===== src/hdl/fppid_pkg.sv =====
// ----------------------------------------------------------------------------
// fppid_pkg
// Shared widths, constants, register codes and types of the fixed-point PID.
// ----------------------------------------------------------------------------
package fppid_pkg;

  // Q format of the gains
  localparam int COEF_FRAC_BITS = 12;

  // Field widths
  localparam int SMP_W  = 16;  // setpoint and measurement
  localparam int ERR_W  = 17;  // error, increment, last error
  localparam int DE_W   = 18;  // error difference
  localparam int SUM_W  = 25;  // integral sum
  localparam int GAIN_W = 24;
  localparam int OUT_W  = 16;
  localparam int ACC_W  = 51;  // sum of the three products

  // Configuration port
  localparam int CFG_DATA_W = 24;
  localparam int CFG_IDX_W  = 3;

  localparam logic [CFG_IDX_W-1:0] REG_GAIN_P         = 3'd0;
  localparam logic [CFG_IDX_W-1:0] REG_GAIN_I         = 3'd1;
  localparam logic [CFG_IDX_W-1:0] REG_GAIN_D         = 3'd2;
  localparam logic [CFG_IDX_W-1:0] REG_ERROR_LIMIT    = 3'd3;
  localparam logic [CFG_IDX_W-1:0] REG_INTEGRAL_LIMIT = 3'd4;
  localparam logic [CFG_IDX_W-1:0] REG_OUT_MIN        = 3'd5;
  localparam logic [CFG_IDX_W-1:0] REG_OUT_MAX        = 3'd6;
  localparam logic [CFG_IDX_W-1:0] REG_MODE           = 3'd7;

  // Mode bits
  localparam int MODE_ERR_DIV10 = 0;
  localparam int MODE_INC_DIV10 = 1;
  localparam int MODE_GATE      = 2;

  // Integral gate: increment passes only while |error| is below this
  localparam logic signed [ERR_W-1:0] GATE_POS = 17'sd5;
  localparam logic signed [ERR_W-1:0] GATE_NEG = -17'sd5;

  // Divide by 10 for values below 2^16: (x * 52429) >> 19
  localparam logic [15:0] DIV10_MUL   = 16'd52429;
  localparam int          DIV10_SHIFT = 19;

  // Queue between front and back
  localparam int                QPTR_W = 3;
  localparam int                QCNT_W = 4;
  localparam logic [QCNT_W-1:0] QDEPTH = 4'd8;

  // Result buffer in the back end
  localparam int                OPTR_W = 3;
  localparam int                OCNT_W = 4;
  localparam logic [OCNT_W-1:0] ODEPTH = 4'd8;

  typedef struct packed {
    logic signed [GAIN_W-1:0] gain_p;
    logic signed [GAIN_W-1:0] gain_i;
    logic signed [GAIN_W-1:0] gain_d;
    logic [15:0]              error_limit;
    logic [23:0]              integral_limit;
    logic signed [OUT_W-1:0]  out_min;
    logic signed [OUT_W-1:0]  out_max;
    logic [2:0]               mode;
  } cfg_t;

  // One classified transaction handed from front to back
  typedef struct packed {
    logic                    en;
    logic signed [ERR_W-1:0] err;
    logic signed [ERR_W-1:0] inc;
  } fq_t;

endpackage


===== src/hdl/fppid_fifo.sv =====
// ----------------------------------------------------------------------------
// fppid_fifo
// Short queue of classified transactions between the front and back ends.
// ----------------------------------------------------------------------------
module fppid_fifo (
  input  logic           clk,
  input  logic           rst_n,
  input  logic           push,
  input  fppid_pkg::fq_t push_data,
  input  logic           pop,
  output logic           empty,
  output fppid_pkg::fq_t head
);
  import fppid_pkg::*;

  fq_t               mem_r [int'(QDEPTH)];
  logic [QPTR_W-1:0] wr_ptr_r;
  logic [QPTR_W-1:0] rd_ptr_r;
  logic [QCNT_W-1:0] cnt_r;

  assign empty = (cnt_r == '0);
  assign head  = mem_r[rd_ptr_r];

  // Advance pointers and occupancy
  always_ff @(posedge clk) begin
    if (!rst_n) begin
      wr_ptr_r <= '0;
      rd_ptr_r <= '0;
      cnt_r    <= '0;
    end else begin
      if (push) begin
        wr_ptr_r <= wr_ptr_r + 1'b1;
      end
      if (pop) begin
        rd_ptr_r <= rd_ptr_r + 1'b1;
      end
      cnt_r <= cnt_r + {{(QCNT_W-1){1'b0}}, push} - {{(QCNT_W-1){1'b0}}, pop};
    end
  end

  // Store entries
  always_ff @(posedge clk) begin
    if (push) begin
      mem_r[wr_ptr_r] <= push_data;
    end
  end

endmodule


===== config.mk =====
export PLATFORM = sky130hd
export DESIGN_NAME = fppid_fifo
export DESIGN_NICKNAME = d
export VERILOG_FILES = /design/src/hdl/fppid_pkg.sv /design/src/hdl/fppid_fifo.sv
export SDC_FILE = /design/constraint.sdc
export NUM_CORES = 1
export LEC_CHECK = 0
export BUFFER_PORTS_ARGS = -buffer_cell sky130_fd_sc_hd__buf_2
export CORE_MARGIN = 5
export CORE_UTILIZATION = 45
export CTS_CLUSTER_SIZE = 28
export DETAILED_ROUTE_END_ITERATION = 10
export HOLD_SLACK_MARGIN = 0.06
export MAX_ROUTING_LAYER = met4
export PLACE_DENSITY = 0.74
export SYNTH_ARGS = -nofsm -noshare
export SYNTH_HDL_FRONTEND = slang
export SYNTH_SLANG_ARGS = --single-unit

===== constraint.sdc =====
create_clock -name clk -period 10.59 [get_ports clk]
set_input_delay 2.118 -clock clk [delete_from_list [all_inputs] [get_ports clk]]
set_output_delay 2.118 -clock clk [all_outputs]
set_load 0.005 [all_outputs]

==> impl_metrics.toml <==
[worst_setup_path]
critPathRequiredTime_ns = 8.47
worstPathArrival_ns = 2.80
crit_path_end_kind = "output pin"
worst_setup_path_start_kind = "flip-flop"
crit_type = "flip-flop to output pin"
worstPathMaxFanout = 70

[clock_tree]
clk_pin_slew_ns = 0.05
worstSkewPairLatency_ns = 0.52
cts-root-buf = "clkbuf_16"
ctsHoldBuffers = 0
htree_levels = 1
cts_tree = "built"
cts_sinks = 293
cts_made_buffers = 29
cts_setup_buffers = 0
cts_buffer_depth = 3
cts_resized = 0

[global_routing]
antenna_found_initial = 4
grt_max_degree = 71
grt_pass1_wl_um = 31200
grt-ovfl-total = 0
first_global_vias = 5327
grt_use_total = 0.147

[synth]
netlist_area_um2 = 11400
synthesis.nets = 519
netlist_top_cells_area = "edfxtp_1, mux4_1, mux2_2"
yosys_warnings = 0
yosysTopAreaCell = "edfxtp_1"
ys_types = 22
synth_top_area_share = 0.737
ys_seq_area_frac = 0.760
postSynthAreaPerCell_um2 = 24.2
netlist_instances = 472
ys_ff_latch = 293

[placement]
placedCellCount = 863
dp_hpwl_um = 11200
port_buffers = 74
gp_congestion = 0.646

[timing]
rsz0062_at_grt = "false"
min_period_ns = 4.92
clock.fmax_mhz = 203
post-route-period-util = 0.464
skew_ns = 0.00775
tightest_slew_ns = 1.18
setup_tns_ns = 0
hold_viol = 0
setup_viol = 0
max-slew-margin-rel = 0.212
slew_viol_final = 0

[power]
p_leak_nw = 4.32
p_per_area_nw_per_um2 = 188
vdd_drop_max_uv = 121

[floorplan]
dieArea_um2 = 28600
start_util = 0.456
rows = 58
fp.dieH_um = 169
core_area_um2 = 25000
die_width_um = 169
num_io_pins = 75

[status]
status = "completed"

[routing]
detail-route-antenna-nets = 0
drt_iter0_drc = 358
wl_um = 20500
drt-pass1-iter-count = 4
drc = 0
num_vias = 4946
avgViaCountPerCell = 5.38
wl_per_cell_um = 22.3

[cells_and_area]
final_cell_mix = "edfxtp_1, buf_2, mux4_1"
drive_above_1_share = 0.280
nNetsFinal = 611
fin_cells = 919
synthToLayoutAreaGrowth_pct = 14.5
final_common_cell = "edfxtp_1"

[job]
drv_cap = 0

[worst_hold_path]
hold_path.class = "flip-flop to flip-flop"
## where the power goes
part	internal (mW)	switching [mW]	leakage (nW)
clock network	0.552	0.384	0.422
registers	1.31	0.0293	2.65
logic	0.101	0.0833	1.24
## per-stage QoR
stage                     setup slack (ns)  instance area (um^2)   util  hold slack (ns)  power (mW)
after CTS                             5.60                 13000  0.521            0.559        2.48
after global placement                6.22                 12200  0.486            0.513        1.53
after floorplan                       5.50                 11400      -            0.512        1.47
final                                 5.67                 13100  0.522            0.549        2.45
after detailed placement              6.16                 12200  0.486            0.549        1.55
after global routing                  5.52                 13100  0.522            0.601        2.55
## per-layer routing
layer / GRT usage / vias to the layer above / part of all wire
met3: 0.0310 / 36 / 0.048
met5: - / - / 0
met4: 0.0298 / 0 / 0.015
li1: - / 2228 / -
met2: 0.243 / 102 / 0.50
met1: 0.194 / 2580 / 0.43
## state kept, by name (all words and copies together) (netlist names), named ones only
register  flops
cnt_r         4
mem_r       280
rd_ptr_r      3
wr_ptr_r      3
## cell usage after synthesis (all sizes together)
| cell | instances |
|---|---|
| a21oi | 1 |
| dfxtp | 13 |
| and3 | 1 |
| mux4 | 70 |
| nand2b | 4 |
| mux2i | 3 |
| nor2b | 3 |
| nor3 | 2 |
| a21o | 1 |
| nand2 | 5 |
| ha | 7 |
| and2 | 7 |
| nor2 | 6 |
| buf | 10 |
| xor2 | 2 |
| xnor2 | 3 |
| edfxtp | 280 |
| mux2 | 35 |
| clkbuf | 11 |
| inv | 7 |
| fa | 1 |
## path summary, 6_finish.rpt
kind	from	endpoint	slack, ns	depth (start not counted)
setup / recovery	flip-flop	head[14]	5.67	3
setup reg to reg	wr_ptr_r[0]$_SDFFE_PN0P_	mem_r[1][13]$_DFFE_PP_	8.66	3
hold reg to reg	rd_ptr_r[1]$_SDFFE_PN0P_	flip-flop	0.55	2
hold / removal	rd_ptr_r[1]$_SDFFE_PN0P_	flip-flop	0.55	2
## kinds of logic (layout without fill, tap and decap cells)
| logic type | Yosys count | in the layout | share of synthesized area |
|---|---|---|---|
| compound gates | 2 | 2 | 0.00110 |
| xor+xnor | 5 | 5 | 0.00384 |
| other cells | 0 | 4 | 0 |
| mux | 108 | 108 | 0.198 |
| simple gates | 28 | 28 | 0.0127 |
| flops | 293 | 293 | 0.760 |
| buf+inv | 28 | 141 | 0.0145 |
| fa+ha+maj | 8 | 8 | 0.00943 |
## final cells by class
cell class,instances,area [um^2]
diodes,4,10.0
repair buffers,82,430
clock inverters,11,103
clock buffers,41,771
well taps,330,413
inverters,7,26.3
fillers,1897,12000
multi-input cells,151,2630
flip-flops and latches,293,8680
## worst max-delay path, cell delays in order (launching register included)
cell	delay, ns
dfxtp_4	1.10
mux4_1	0.68
mux2_2	0.29
buf_2	0.13
(Power assumes the default switching activity.)
