### config.mk
export PLATFORM = sky130hd
export DESIGN_NAME = fppid_front
export DESIGN_NICKNAME = d
export VERILOG_FILES = /design/src/hdl/fppid_pkg.sv /design/src/hdl/fppid_front.sv
export SDC_FILE = /design/constraint.sdc
export NUM_CORES = 1
export LEC_CHECK = 0
export ABC_AREA = 1
export ABC_CLOCK_PERIOD_IN_PS = 10000
export BUFFER_PORTS_ARGS = -buffer_cell sky130_fd_sc_hd__buf_2
export CORE_ASPECT_RATIO = 1.25
export CORE_MARGIN = 2
export CORE_UTILIZATION = 45
export DETAILED_ROUTE_END_ITERATION = 10
export PLACE_DENSITY = 0.66
export SYNTH_ARGS = -nofsm -noshare
export SYNTH_HDL_FRONTEND = slang
export SYNTH_SLANG_ARGS = --single-unit
export TNS_END_PERCENT = 50
### constraint.sdc
create_clock -name clk -period 10 [get_ports clk]
set_input_delay 1 -clock clk [delete_from_list [all_inputs] [get_ports clk]]
set_output_delay 1 -clock clk [all_outputs]
set_load 0.02 [all_outputs]
### src/hdl/fppid_pkg.sv
// ----------------------------------------------------------------------------
// fppid_pkg
// Shared widths, constants, register codes and types of the fixed-point PID.
// ----------------------------------------------------------------------------
package fppid_pkg;

  // Q format of the gains
  localparam int COEF_FRAC_BITS = 12;

  // Field widths
  localparam int SMP_W  = 16;  // setpoint and measurement
  localparam int ERR_W  = 17;  // error, increment, last error
  localparam int DE_W   = 18;  // error difference
  localparam int SUM_W  = 25;  // integral sum
  localparam int GAIN_W = 24;
  localparam int OUT_W  = 16;
  localparam int ACC_W  = 51;  // sum of the three products

  // Configuration port
  localparam int CFG_DATA_W = 24;
  localparam int CFG_IDX_W  = 3;

  localparam logic [CFG_IDX_W-1:0] REG_GAIN_P         = 3'd0;
  localparam logic [CFG_IDX_W-1:0] REG_GAIN_I         = 3'd1;
  localparam logic [CFG_IDX_W-1:0] REG_GAIN_D         = 3'd2;
  localparam logic [CFG_IDX_W-1:0] REG_ERROR_LIMIT    = 3'd3;
  localparam logic [CFG_IDX_W-1:0] REG_INTEGRAL_LIMIT = 3'd4;
  localparam logic [CFG_IDX_W-1:0] REG_OUT_MIN        = 3'd5;
  localparam logic [CFG_IDX_W-1:0] REG_OUT_MAX        = 3'd6;
  localparam logic [CFG_IDX_W-1:0] REG_MODE           = 3'd7;

  // Mode bits
  localparam int MODE_ERR_DIV10 = 0;
  localparam int MODE_INC_DIV10 = 1;
  localparam int MODE_GATE      = 2;

  // Integral gate: increment passes only while |error| is below this
  localparam logic signed [ERR_W-1:0] GATE_POS = 17'sd5;
  localparam logic signed [ERR_W-1:0] GATE_NEG = -17'sd5;

  // Divide by 10 for values below 2^16: (x * 52429) >> 19
  localparam logic [15:0] DIV10_MUL   = 16'd52429;
  localparam int          DIV10_SHIFT = 19;

  // Queue between front and back
  localparam int                QPTR_W = 3;
  localparam int                QCNT_W = 4;
  localparam logic [QCNT_W-1:0] QDEPTH = 4'd8;

  // Result buffer in the back end
  localparam int                OPTR_W = 3;
  localparam int                OCNT_W = 4;
  localparam logic [OCNT_W-1:0] ODEPTH = 4'd8;

  typedef struct packed {
    logic signed [GAIN_W-1:0] gain_p;
    logic signed [GAIN_W-1:0] gain_i;
    logic signed [GAIN_W-1:0] gain_d;
    logic [15:0]              error_limit;
    logic [23:0]              integral_limit;
    logic signed [OUT_W-1:0]  out_min;
    logic signed [OUT_W-1:0]  out_max;
    logic [2:0]               mode;
  } cfg_t;

  // One classified transaction handed from front to back
  typedef struct packed {
    logic                    en;
    logic signed [ERR_W-1:0] err;
    logic signed [ERR_W-1:0] inc;
  } fq_t;

endpackage

### src/hdl/fppid_front.sv
// ----------------------------------------------------------------------------
// fppid_front
// Accepts input transactions and forms the clamped error and the integral
// increment in three stages; credit counter keeps the queue from overflowing.
// ----------------------------------------------------------------------------
module fppid_front (
  input  logic                                   clk,
  input  logic                                   rst_n,
  input  fppid_pkg::cfg_t                        cfg,
  input  logic                                   in_valid,
  output logic                                   in_stall,
  input  logic signed [fppid_pkg::SMP_W-1:0]     in_setpoint,
  input  logic signed [fppid_pkg::SMP_W-1:0]     in_measured,
  input  logic                                   in_enable,
  input  logic                                   q_pop,
  output logic                                   q_push,
  output fppid_pkg::fq_t                         q_data
);
  import fppid_pkg::*;

  logic                    acc_in;
  logic [QCNT_W-1:0]       cnt_r;
  logic [QCNT_W-1:0]       cnt_nxt;

  // stage 1 signals
  logic signed [ERR_W-1:0] diff;
  logic signed [ERR_W-1:0] diff_neg;
  logic [15:0]             adiff;
  logic [31:0]             prod1;
  logic                    s1_v_r;
  logic                    s1_en_r;
  logic signed [ERR_W-1:0] s1_diff_r;
  logic [12:0]             s1_q_r;

  // stage 2 signals
  logic signed [ERR_W-1:0] q1_pos;
  logic signed [ERR_W-1:0] e_div;
  logic signed [ERR_W-1:0] e_raw;
  logic signed [ERR_W-1:0] lim_pos;
  logic signed [ERR_W-1:0] lim_neg;
  logic signed [ERR_W-1:0] e_cl;
  logic                    s2_v_r;
  logic                    s2_en_r;
  logic signed [ERR_W-1:0] s2_err_r;

  // stage 3 signals
  logic signed [ERR_W-1:0] err_neg;
  logic [15:0]             aerr;
  logic [31:0]             prod2;
  logic signed [ERR_W-1:0] q2_pos;
  logic signed [ERR_W-1:0] inc_div;
  logic                    gate_hit;
  logic signed [ERR_W-1:0] inc;
  logic                    s3_v_r;
  fq_t                     s3_r;

  // Credit: transactions accepted and not yet popped from the queue
  assign in_stall = (cnt_r == QDEPTH);
  assign acc_in   = in_valid & ~in_stall;
  assign cnt_nxt  = cnt_r + {{(QCNT_W-1){1'b0}}, acc_in} - {{(QCNT_W-1){1'b0}}, q_pop};

  always_ff @(posedge clk) begin
    if (!rst_n) begin
      cnt_r <= '0;
    end else begin
      cnt_r <= cnt_nxt;
    end
  end

  // Stage 1: raw error and its magnitude divided by 10
  assign diff     = $signed({in_setpoint[SMP_W-1], in_setpoint})
                  - $signed({in_measured[SMP_W-1], in_measured});
  assign diff_neg = -diff;
  assign adiff    = diff[ERR_W-1] ? diff_neg[15:0] : diff[15:0];
  assign prod1    = {16'b0, adiff} * {16'b0, DIV10_MUL};

  always_ff @(posedge clk) begin
    if (!rst_n) begin
      s1_v_r <= 1'b0;
    end else begin
      s1_v_r <= acc_in;
    end
  end

  always_ff @(posedge clk) begin
    if (acc_in) begin
      s1_en_r   <= in_enable;
      s1_diff_r <= diff;
      s1_q_r    <= prod1[31:DIV10_SHIFT];
    end
  end

  // Stage 2: select the scaled error and clamp to the error limit
  assign q1_pos  = $signed({4'b0, s1_q_r});
  assign e_div   = s1_diff_r[ERR_W-1] ? -q1_pos : q1_pos;
  assign e_raw   = cfg.mode[MODE_ERR_DIV10] ? e_div : s1_diff_r;
  assign lim_pos = $signed({1'b0, cfg.error_limit});
  assign lim_neg = -lim_pos;

  always_comb begin
    if (e_raw < lim_neg) begin
      e_cl = lim_neg;
    end else if (e_raw > lim_pos) begin
      e_cl = lim_pos;
    end else begin
      e_cl = e_raw;
    end
  end

  always_ff @(posedge clk) begin
    if (!rst_n) begin
      s2_v_r <= 1'b0;
    end else begin
      s2_v_r <= s1_v_r;
    end
  end

  always_ff @(posedge clk) begin
    if (s1_v_r) begin
      s2_en_r  <= s1_en_r;
      s2_err_r <= e_cl;
    end
  end

  // Stage 3: integral increment, scaled and gated
  assign err_neg  = -s2_err_r;
  assign aerr     = s2_err_r[ERR_W-1] ? err_neg[15:0] : s2_err_r[15:0];
  assign prod2    = {16'b0, aerr} * {16'b0, DIV10_MUL};
  assign q2_pos   = $signed({4'b0, prod2[31:DIV10_SHIFT]});
  assign inc_div  = s2_err_r[ERR_W-1] ? -q2_pos : q2_pos;
  assign gate_hit = (s2_err_r >= GATE_POS) || (s2_err_r <= GATE_NEG);

  always_comb begin
    if (cfg.mode[MODE_GATE] && gate_hit) begin
      inc = '0;
    end else if (cfg.mode[MODE_INC_DIV10]) begin
      inc = inc_div;
    end else begin
      inc = s2_err_r;
    end
  end

  always_ff @(posedge clk) begin
    if (!rst_n) begin
      s3_v_r <= 1'b0;
    end else begin
      s3_v_r <= s2_v_r;
    end
  end

  always_ff @(posedge clk) begin
    if (s2_v_r) begin
      s3_r.en  <= s2_en_r;
      s3_r.err <= s2_err_r;
      s3_r.inc <= inc;
    end
  end

  assign q_push = s3_v_r;
  assign q_data = s3_r;

endmodule

==> run summary <==
status -> complete, no violations
post-route setup TNS -> 0 ns
initial antenna violation count -> 1
DRT Pass-1 Iters -> 5
Worst setup SP type -> primary input
hold_buf cts -> 0
Ant. Diodes -> 0
minimum clock period -> 8.61 ns
Commonest cells post-synth -> inv_1, nand2_1, ha_1
Distinct cells, synth -> 57
CTS tree -> yes
crit-path max cell delay -> 0.55 ns
wire per inst -> 16.0 µm
die area -> 40,500 µm²
Critical path origin -> in_setpoint[0]
DRC viols -> 0
crit path kind -> in2reg
Post-synth EDFFs -> 84
chip height -> 224 µm
CTS Buf Count -> 9
r2r startpoint -> s2_err_r[1]
most used flip-flop cell after synthesis -> edfxtp_1
Worst Path Required -> 10.11 ns
Syn-to-layout area delta -> 7.68%
crit-path max FO -> 15
yosys warns -> 0
RSZ-0062 raised after global routing -> no
CTS sink count -> 91
worst hold path class -> reg2reg
Overall Global Routing Usage -> 22.4%
Fmax achieved -> 116 MHz
clk slew on worst S/H paths -> 0.06 ns
Post-CTS Setup Inserts -> 0
worst hold start -> s1_en_r
post-synth top area cell -> ha_1
number of global-route vias before repair -> 14,741
post-synthesis sequential area ratio -> 15.2%
Max Cap Viol -> 0
setup violators final -> 0
Reg2Reg Depth -> 32
Final Cycle Share -> 86.1%
count leader, synth -> inv_1
DRT Wirelength -> 45,200 µm
hold violation count in the final report -> 0
Layout Skew -> 0.0124 ns
Fillers -> 3,780
HPWL Detailed -> 39,800 µm
Seq cells post-synth -> 91
CTS resizes -> 0
Vias/cell -> 5.20
Final ANT Viol Nets -> 0
die width -> 180 µm
gate count of the mapped netlist -> 2,234
multi-input logic area -> 12,700 µm²
worst-margin pin slew -> 1.05 ns
routability cong. -> 0.943
IO Pins -> 221
Mapped Avg Cell Area -> 7.83 µm²
Post-Syn Nets -> 2,900
number of port buffers -> 92
Mapped Area -> 17,500 µm²
row count -> 80
initial drt markers -> 667
top cells by area, synth -> ha_1, fa_1, edfxtp_1
first-pass GRT wire length -> 72,800 µm
slowest library cell on the worst path -> fa_1
FF/Latch Area -> 2660 µm²
total grt overflow -> 0
Worst EP arrival -> 8.72 ns
Synth top area share -> 22.9%
hold depth -> 0
largest net degree at the start of global routing -> 37
async set-or-reset flop fraction in the synthesized netlist -> 0%
CTS root buf -> clkbuf_16
Crit path top cell by count -> inv_1
reg2reg setup slack -> 1.80 ns
relative slew slack -> 29.8%
share of post-route cells with drive strength above 1 -> 7.73%
Vias -> 14,670
Max Slew Vio Count -> 0
Initial Utilization -> 45.8%
Clock Path Buffers -> 2
core area -> 38,200 µm²
Worst setup EP type -> flip-flop
H-tree levels -> 3
Final nets -> 2,990
Clock Latency Late Sink -> 0.36 ns
[worst paths after layout]
kind                      to
setup / recovery  s1_q_r[11]
hold reg to reg      s2_en_r
hold / removal       s2_en_r
setup reg to reg  q_data[14]
[routing by layer]
layer  vias up  GRT usage (%)  part of all wire, %
met5         -              0                    0
met4         0           7.78                  3.5
li1       7312              -                    -
met1      6936           25.9                   41
met2       337           43.1                   53
met3        85           1.70                  3.0
[through the flow]
stage               utilization [%]  cell area, µm²  hold slack (ns)  worst slack [ns]  std cells
floorplan                         -           17500            0.400              2.16       2234
global placement               48.5           18500            0.401              1.02       2805
detailed placement             48.5           18500            0.409              1.02       2805
CTS                            49.3           18800            0.419              1.37       2820
global route                   49.3           18800            0.438             0.836       2820
finish                         49.3           18800            0.429              1.39       2820
[kinds of logic after synthesis]
logic type / after synthesis / synth area share, %
flip-flops: 91 / 15.2
XOR/XNOR: 71 / 3.73
AO/OA/AOI/OAI: 238 / 7.47
adder cells (fa/ha/maj): 482 / 41.4
buffers and inverters: 562 / 12.2
AND/OR/NAND/NOR: 790 / 20.0
[layout by cell type, fill, tap and decap left out, types with 3 or more instances in the layout]
master,count
a211oi_1,3
a21boi_0,3
a21o_1,6
a21oi_1,115
and3_1,4
buf_2,92
buf_4,8
clkbuf_16,9
dfxtp_1,7
edfxtp_1,84
fa_1,162
ha_1,320
inv_1,537
inv_6,4
nand2_1,404
nand2_2,18
nand3_1,99
nand3_2,6
nand3b_1,5
nand4_1,43
nor2_1,140
nor2_2,12
nor3_1,33
nor4_1,6
o211ai_1,5
o21a_1,3
o21ai_0,74
o21ai_1,6
o21bai_1,7
o31ai_1,7
or2_2,7
xnor2_1,12
xor2_1,55
[critical path, delay by kind of cell]
kind,cells,cell delay (ns)
adders and majority gates,9,4.02
AOI/OAI and AO/OA,6,1.06
and+or+nand+nor,13,1.31
buffers and inverters,9,0.88
xor gates and xnor gates,1,0.46
[cell type report]
| cell class | instances | area share (%) |
|---|---|---|
| Clock buffer | 9 | 1.20 |
| Inverter | 541 | 10.8 |
| Sequential cell | 91 | 14.1 |
| Tap cell | 492 | 3.27 |
| Timing Repair Buffer | 100 | 2.76 |
| Multi-Input combinational cell | 1581 | 67.5 |
| Clock inverter | 6 | 0.385 |
[registers in the layout, indices dropped and copies added (netlist names)]
register	count
s2_en_r	1
q_data	35
s1_en_r	1
cnt_r	4
q_push	1
s1_v_r	1
s2_err_r	17
s2_v_r	1
s1_q_r	13
s1_diff_r	17
Power is not shown: default switching activity piles up to over one toggle a cycle in this logic, so the estimate is an artifact.
