===== src/hdl/fppid_pkg.sv =====
// ----------------------------------------------------------------------------
// fppid_pkg
// Shared widths, constants, register codes and types of the fixed-point PID.
// ----------------------------------------------------------------------------
package fppid_pkg;

  // Q format of the gains
  localparam int COEF_FRAC_BITS = 12;

  // Field widths
  localparam int SMP_W  = 16;  // setpoint and measurement
  localparam int ERR_W  = 17;  // error, increment, last error
  localparam int DE_W   = 18;  // error difference
  localparam int SUM_W  = 25;  // integral sum
  localparam int GAIN_W = 24;
  localparam int OUT_W  = 16;
  localparam int ACC_W  = 51;  // sum of the three products

  // Configuration port
  localparam int CFG_DATA_W = 24;
  localparam int CFG_IDX_W  = 3;

  localparam logic [CFG_IDX_W-1:0] REG_GAIN_P         = 3'd0;
  localparam logic [CFG_IDX_W-1:0] REG_GAIN_I         = 3'd1;
  localparam logic [CFG_IDX_W-1:0] REG_GAIN_D         = 3'd2;
  localparam logic [CFG_IDX_W-1:0] REG_ERROR_LIMIT    = 3'd3;
  localparam logic [CFG_IDX_W-1:0] REG_INTEGRAL_LIMIT = 3'd4;
  localparam logic [CFG_IDX_W-1:0] REG_OUT_MIN        = 3'd5;
  localparam logic [CFG_IDX_W-1:0] REG_OUT_MAX        = 3'd6;
  localparam logic [CFG_IDX_W-1:0] REG_MODE           = 3'd7;

  // Mode bits
  localparam int MODE_ERR_DIV10 = 0;
  localparam int MODE_INC_DIV10 = 1;
  localparam int MODE_GATE      = 2;

  // Integral gate: increment passes only while |error| is below this
  localparam logic signed [ERR_W-1:0] GATE_POS = 17'sd5;
  localparam logic signed [ERR_W-1:0] GATE_NEG = -17'sd5;

  // Divide by 10 for values below 2^16: (x * 52429) >> 19
  localparam logic [15:0] DIV10_MUL   = 16'd52429;
  localparam int          DIV10_SHIFT = 19;

  // Queue between front and back
  localparam int                QPTR_W = 3;
  localparam int                QCNT_W = 4;
  localparam logic [QCNT_W-1:0] QDEPTH = 4'd8;

  // Result buffer in the back end
  localparam int                OPTR_W = 3;
  localparam int                OCNT_W = 4;
  localparam logic [OCNT_W-1:0] ODEPTH = 4'd8;

  typedef struct packed {
    logic signed [GAIN_W-1:0] gain_p;
    logic signed [GAIN_W-1:0] gain_i;
    logic signed [GAIN_W-1:0] gain_d;
    logic [15:0]              error_limit;
    logic [23:0]              integral_limit;
    logic signed [OUT_W-1:0]  out_min;
    logic signed [OUT_W-1:0]  out_max;
    logic [2:0]               mode;
  } cfg_t;

  // One classified transaction handed from front to back
  typedef struct packed {
    logic                    en;
    logic signed [ERR_W-1:0] err;
    logic signed [ERR_W-1:0] inc;
  } fq_t;

endpackage


===== src/hdl/fppid_back.sv =====
// ----------------------------------------------------------------------------
// fppid_back
// Updates the integral and last error, forms the weighted sum of the three
// terms, scales and clamps it, and buffers results for the output channel.
// ----------------------------------------------------------------------------
module fppid_back (
  input  logic                                 clk,
  input  logic                                 rst_n,
  input  fppid_pkg::cfg_t                      cfg,
  input  logic                                 q_empty,
  input  fppid_pkg::fq_t                       q_head,
  output logic                                 q_pop,
  output logic                                 out_valid,
  input  logic                                 out_stall,
  output logic signed [fppid_pkg::OUT_W-1:0]   out_control_out
);
  import fppid_pkg::*;

  // credit for the result buffer
  logic [OCNT_W-1:0]       bcnt_r;
  logic                    out_take;

  // running state
  logic signed [SUM_W-1:0] sum_r;
  logic signed [SUM_W-1:0] sum_nxt;
  logic signed [ERR_W-1:0] last_r;
  logic signed [ERR_W-1:0] last_nxt;

  // stage 1
  logic signed [SUM_W:0]   sum_add;
  logic signed [SUM_W:0]   ilim_pos;
  logic signed [SUM_W:0]   ilim_neg;
  logic signed [SUM_W-1:0] sum_cl;
  logic signed [DE_W-1:0]  de;
  logic                    b1_v_r;
  logic                    b1_en_r;
  logic signed [ERR_W-1:0] b1_err_r;
  logic signed [SUM_W-1:0] b1_sum_r;
  logic signed [DE_W-1:0]  b1_de_r;

  // stage 2
  logic signed [40:0]      pp;
  logic signed [48:0]      pi;
  logic signed [41:0]      pd;
  logic                    b2_v_r;
  logic                    b2_en_r;
  logic signed [40:0]      b2_pp_r;
  logic signed [48:0]      b2_pi_r;
  logic signed [41:0]      b2_pd_r;

  // stage 3
  logic [ACC_W-1:0]        acc;
  logic                    b3_v_r;
  logic                    b3_en_r;
  logic [ACC_W-1:0]        b3_acc_r;

  // final scale and clamp
  logic signed [ACC_W-1:0] shifted;
  logic signed [ACC_W-1:0] omin_ext;
  logic signed [ACC_W-1:0] omax_ext;
  logic signed [OUT_W-1:0] res_cl;
  logic signed [OUT_W-1:0] res;

  // result buffer
  logic signed [OUT_W-1:0] obuf_r [int'(ODEPTH)];
  logic [OPTR_W-1:0]       owr_r;
  logic [OPTR_W-1:0]       ord_r;
  logic [OCNT_W-1:0]       ocnt_r;

  // Pop from the queue while the result buffer still has a free slot
  assign q_pop    = ~q_empty && (bcnt_r != ODEPTH);
  assign out_take = out_valid & ~out_stall;

  always_ff @(posedge clk) begin
    if (!rst_n) begin
      bcnt_r <= '0;
    end else begin
      bcnt_r <= bcnt_r + {{(OCNT_W-1){1'b0}}, q_pop} - {{(OCNT_W-1){1'b0}}, out_take};
    end
  end

  // Stage 1: saturate the integral and take the error difference
  assign sum_add  = $signed({sum_r[SUM_W-1], sum_r})
                  + $signed({{(SUM_W+1-ERR_W){q_head.inc[ERR_W-1]}}, q_head.inc});
  assign ilim_pos = $signed({2'b0, cfg.integral_limit});
  assign ilim_neg = -ilim_pos;

  always_comb begin
    if (sum_add < ilim_neg) begin
      sum_cl = ilim_neg[SUM_W-1:0];
    end else if (sum_add > ilim_pos) begin
      sum_cl = ilim_pos[SUM_W-1:0];
    end else begin
      sum_cl = sum_add[SUM_W-1:0];
    end
  end

  assign de = $signed({q_head.err[ERR_W-1], q_head.err}) - $signed({last_r[ERR_W-1], last_r});

  // Hold state unless a transaction is popped; disabled clears history
  always_comb begin
    sum_nxt  = sum_r;
    last_nxt = last_r;
    if (q_pop) begin
      if (q_head.en) begin
        sum_nxt  = sum_cl;
        last_nxt = q_head.err;
      end else begin
        sum_nxt  = '0;
        last_nxt = '0;
      end
    end
  end

  always_ff @(posedge clk) begin
    if (!rst_n) begin
      sum_r  <= '0;
      last_r <= '0;
      b1_v_r <= 1'b0;
    end else begin
      sum_r  <= sum_nxt;
      last_r <= last_nxt;
      b1_v_r <= q_pop;
    end
  end

  always_ff @(posedge clk) begin
    if (q_pop) begin
      b1_en_r  <= q_head.en;
      b1_err_r <= q_head.err;
      b1_sum_r <= sum_cl;
      b1_de_r  <= de;
    end
  end

  // Stage 2: the three gain products, operands sign-extended to product width
  assign pp = $signed({{(41-GAIN_W){cfg.gain_p[GAIN_W-1]}}, cfg.gain_p})
            * $signed({{(41-ERR_W){b1_err_r[ERR_W-1]}}, b1_err_r});
  assign pi = $signed({{(49-GAIN_W){cfg.gain_i[GAIN_W-1]}}, cfg.gain_i})
            * $signed({{(49-SUM_W){b1_sum_r[SUM_W-1]}}, b1_sum_r});
  assign pd = $signed({{(42-GAIN_W){cfg.gain_d[GAIN_W-1]}}, cfg.gain_d})
            * $signed({{(42-DE_W){b1_de_r[DE_W-1]}}, b1_de_r});

  always_ff @(posedge clk) begin
    if (!rst_n) begin
      b2_v_r <= 1'b0;
    end else begin
      b2_v_r <= b1_v_r;
    end
  end

  always_ff @(posedge clk) begin
    if (b1_v_r) begin
      b2_en_r <= b1_en_r;
      b2_pp_r <= pp;
      b2_pi_r <= pi;
      b2_pd_r <= pd;
    end
  end

  // Stage 3: add the terms
  assign acc = {{(ACC_W-41){b2_pp_r[40]}}, b2_pp_r}
             + {{(ACC_W-49){b2_pi_r[48]}}, b2_pi_r}
             + {{(ACC_W-42){b2_pd_r[41]}}, b2_pd_r};

  always_ff @(posedge clk) begin
    if (!rst_n) begin
      b3_v_r <= 1'b0;
    end else begin
      b3_v_r <= b2_v_r;
    end
  end

  always_ff @(posedge clk) begin
    if (b2_v_r) begin
      b3_en_r  <= b2_en_r;
      b3_acc_r <= acc;
    end
  end

  // Floor shift to integer, then clamp to the output bounds
  assign shifted  = $signed(b3_acc_r) >>> COEF_FRAC_BITS;
  assign omin_ext = $signed({{(ACC_W-OUT_W){cfg.out_min[OUT_W-1]}}, cfg.out_min});
  assign omax_ext = $signed({{(ACC_W-OUT_W){cfg.out_max[OUT_W-1]}}, cfg.out_max});

  always_comb begin
    if (shifted < omin_ext) begin
      res_cl = cfg.out_min;
    end else if (shifted > omax_ext) begin
      res_cl = cfg.out_max;
    end else begin
      res_cl = shifted[OUT_W-1:0];
    end
  end

  assign res = b3_en_r ? res_cl : '0;

  // Result buffer: push from the last stage, drain to the output channel
  always_ff @(posedge clk) begin
    if (!rst_n) begin
      owr_r  <= '0;
      ord_r  <= '0;
      ocnt_r <= '0;
    end else begin
      if (b3_v_r) begin
        owr_r <= owr_r + 1'b1;
      end
      if (out_take) begin
        ord_r <= ord_r + 1'b1;
      end
      ocnt_r <= ocnt_r + {{(OCNT_W-1){1'b0}}, b3_v_r} - {{(OCNT_W-1){1'b0}}, out_take};
    end
  end

  always_ff @(posedge clk) begin
    if (b3_v_r) begin
      obuf_r[owr_r] <= res;
    end
  end

  assign out_valid       = (ocnt_r != '0);
  assign out_control_out = obuf_r[ord_r];

endmodule


===== config.mk =====
export PLATFORM = sky130hd
export DESIGN_NAME = fppid_back
export DESIGN_NICKNAME = d
export VERILOG_FILES = /design/src/hdl/fppid_pkg.sv /design/src/hdl/fppid_back.sv
export SDC_FILE = /design/constraint.sdc
export NUM_CORES = 2
export LEC_CHECK = 0
export BUFFER_PORTS_ARGS = -buffer_cell sky130_fd_sc_hd__buf_4
export CORE_ASPECT_RATIO = 0.75
export CORE_MARGIN = 2
export CORE_UTILIZATION = 40
export CTS_BUF_LIST = sky130_fd_sc_hd__clkbuf_8 sky130_fd_sc_hd__clkbuf_16
export DETAILED_ROUTE_END_ITERATION = 6
export PLACE_DENSITY = 0.65
export SLEW_MARGIN = 20
export SYNTH_ARGS = -nofsm -noshare
export SYNTH_HDL_FRONTEND = slang
export SYNTH_SLANG_ARGS = --single-unit

===== constraint.sdc =====
create_clock -name clk -period 8.4 [get_ports clk]
set_clock_uncertainty 0.05 [all_clocks]
set_input_delay 0.42 -clock clk [delete_from_list [all_inputs] [get_ports clk]]
set_output_delay 0.42 -clock clk [all_outputs]
set_load 0.02 [all_outputs]

==> summary.md <==
| Metric | Value |
|---|---|
| Share of layout cells above drive strength 1 | `5.99%` |
| Status | `complete, no violations` |
| Final WL | `192000 um` |
| Max-cap violations | `0` |
| Mapped Cells | `7397` |
| Hold path startpoint | `cfg[58]` |
| DR DRC count | `0` |
| Largest net degree at the start of global routing | `69` |
| RR Startpoint | `b1_err_r[5]` |
| Post-synth EDFFs | `362` |
| Register area | `0.0121 mm^2` |
| Hold path cells | `3` |
| Post-route antenna net violation count | `0` |
| Initial Util | `40.4%` |
| Core ar. | `around 0.18 mm^2` |
| Multiplexer share of the synthesized area | `2.08%` |
| CTS resizes | `0` |
| Num CTS Buffers | `48` |
| Yosys top cell area share | `between 40% and 50%` |
| Fmax | `between 100 and 150 MHz` |
| Hold_ws | `0.0579 ns` |
| Setup_tns | `0 ns` |
| DRT Pass-1 Iters | `5` |
| Worst r2r dst | `b2_pp_r[39]` |
| GRT Residual Overflow | `0` |
| Initial DRC count | `4000` |
| Post-CTS Setup Repair Bufs | `0` |
| Asr flop ratio synth | `0%` |
| Worst Path Max Fanout | `9` |
| Fin. Hold Viols | `0` |
| Fin util | `between 40% and 50%` |
| Syn Area/Cell | `10.0 um^2` |
| Critical Path Sink Type | `flip-flop` |
| Placer Congestion | `~0.91` |
| Dominant synthesized flop cell | `edfxtp_1` |
| NumNets Final | `around 10000` |
| Hold Path Class | `input pin to flip-flop` |
| Worst EP arrival | `between 8 and 9 ns` |
| Die W | `502 um` |
| H-tree depth | `2` |
| Slew margin rel. | `20.0%` |
| # IOs | `approximately 200` |
| #FFs+latches synth | `424` |
| Crit share post-route | `94.9%` |
| Via count | `51324` |
| Area occupied by multi-input gates | `0.0553 mm^2` |
| Most frequent cells after synthesis | `inv_1, fa_1, nand2_1` |
| Vias in the first global route | `55205` |
| Syn nets | `9660` |
| Worst Hold End | `sum_r[23]` |
| Detail Placement HPWL | `157000 um` |
| Critical path class | `flip-flop to flip-flop` |
| Tot GR Track Use | `21.0%` |
| First-pass GRT wire length | `roughly 310000 um` |
| Post-synthesis simple-gate area fraction | `between 10% and 20%` |
| Crit path from | `b1_err_r[5]` |
| Largest area contributor in the netlist | `fa_1` |
| Row count | `136` |
| Synth Area in XOR/XNOR | `2.77%` |
| Cell with the most instances after synthesis | `inv_1` |
| Post-Syn Area | `0.0743 mm^2` |
| Unrepaired setup endpoints after global routing | `no` |
| CTS tree | `done` |
| FILL cells | `17524` |
| Synthesis-to-finish area growth | `8.16%` |
| Finish-stage setup viols | `0` |
| Compound-Gate Fraction of Synth Area | `6.14%` |
| Min cycle time layout | `~8 ns` |
| CTS root buf | `clkbuf_16` |
| Max-slew violations | `0` |
| Slew @ Worst Pin | `1.19 ns` |
| Largest family of logic cells by synthesized area | `adder cells` |
| R2R setup slack | `0.43 ns` |
| Die Ht | `377 um` |
| Max clock buf depth | `3` |
| Initial antenna violation count | `12` |
| Routed len/inst | `19.4 um` |
| PortBufs | `around 180` |
| Worst skew pair latency | `between 0.6 and 0.7 ns` |
| Synth warn | `0` |
| Worst path required time | `~9 ns` |
| Synth top area cells | `fa_1, edfxtp_1, ha_1, inv_1, and2_1` |
| CTS Sinks | `424` |
| Seq/Total Area, Yosys | `roughly 16%` |
| Drt via density | `5.17` |
| Synth unique cells | `74` |
| Crit start category | `flip-flop` |
| Clk slew on worst S/H paths | `0.06 ns` |
| Worst-case reg-to-reg path depth | `26` |
| Die area | `approximately 0.19 mm^2` |
| Synth Area in Adders | `50.2%` |
area by class of cell:
cell class                 instances  area share, %
timing repair buffer             301           2.93
clock buffer                      48           1.50
inverter                        1584           7.40
multi-input combinational       5112           68.8
antenna                            5         0.0156
tap                             2415           3.76
clock inverter                    41          0.512
sequential                       424           15.1
sequential cells by signal (all words and copies together), names as in the netlist, 4 cells and up, named ones only:
name      flops
obuf_r      128
b2_pi_r      49
b2_pd_r      42
b2_pp_r      41
b3_acc_r     39
b1_sum_r     25
sum_r        25
b1_de_r      18
b1_err_r     17
last_r       17
bcnt_r        4
ocnt_r        4
routing by layer:
layer	GRT usage [%]	vias to the layer above	wire, um
met4	4.47	2	4040
met3	4.35	216	16400
met5	0	-	14
li1	-	22886	-
met1	31.1	26468	88300
met2	31.8	1752	83700
stage by stage:
step	cell area (um^2)	cells	setup slack, ns
detailed placement	78400	9815	0.516
floorplan	74300	7397	1.07
global placement	78400	9815	0.448
global route	80300	9928	0.0637
finish	80300	9930	0.431
CTS	80200	9921	0.464
worst max-delay path, stage by stage, from the launching register on:
cell       delay (ns)
edfxtp_1         0.76
nand2_1          0.19
fa_1             0.57
inv_1            0.05
fa_1             0.47
inv_1            0.06
fa_1             0.51
inv_1            0.06
fa_1             0.54
inv_1            0.06
fa_1             0.47
inv_1            0.05
fa_1             0.48
ha_1             0.39
and3_1           0.23
and2_1           0.19
a32oi_1          0.16
a2111oi_0        0.63
buf_4            0.22
nor2_1           0.07
o41ai_1          0.45
buf_4            0.20
a21o_1           0.12
a21o_2           0.17
a211oi_1         0.09
nor3_1           0.22
xor2_1           0.31
placed cells by master (no fill, tap or decap), types with 146 or more instances in the layout:
cell type / n
nand2_1: 904
inv_1: 1586
edfxtp_1: 362
xnor2_1: 181
buf_4: 278
a21oi_1: 212
ha_1: 570
fa_1: 1507
nor2_1: 146
and2_1: 600
cells by family after synthesis:
kind of cell,count (synthesis)
flops,424
fa+ha+maj,2077
buf+inv,1861
xor+xnor,235
compound gates,703
mux,112
simple gates,1985
worst max-delay path by stage:
stage | end | slack, ns
floorplan | b2_pi_r[46] | 1.07
global placement | b2_pp_r[39] | 0.45
detailed placement | b2_pp_r[39] | 0.52
CTS | b2_pp_r[39] | 0.46
global route | b2_pi_r[47] | 0.06
finish | b2_pp_r[39] | 0.43
timing repair:
item,in CTS,in global routing
endpoints found under the setup margin,0,0
hold buffers,17,0
endpoints found under the hold margin,18,0
Power is not shown: default switching activity piles up to over one toggle a cycle in this logic, so the estimate is an artifact.
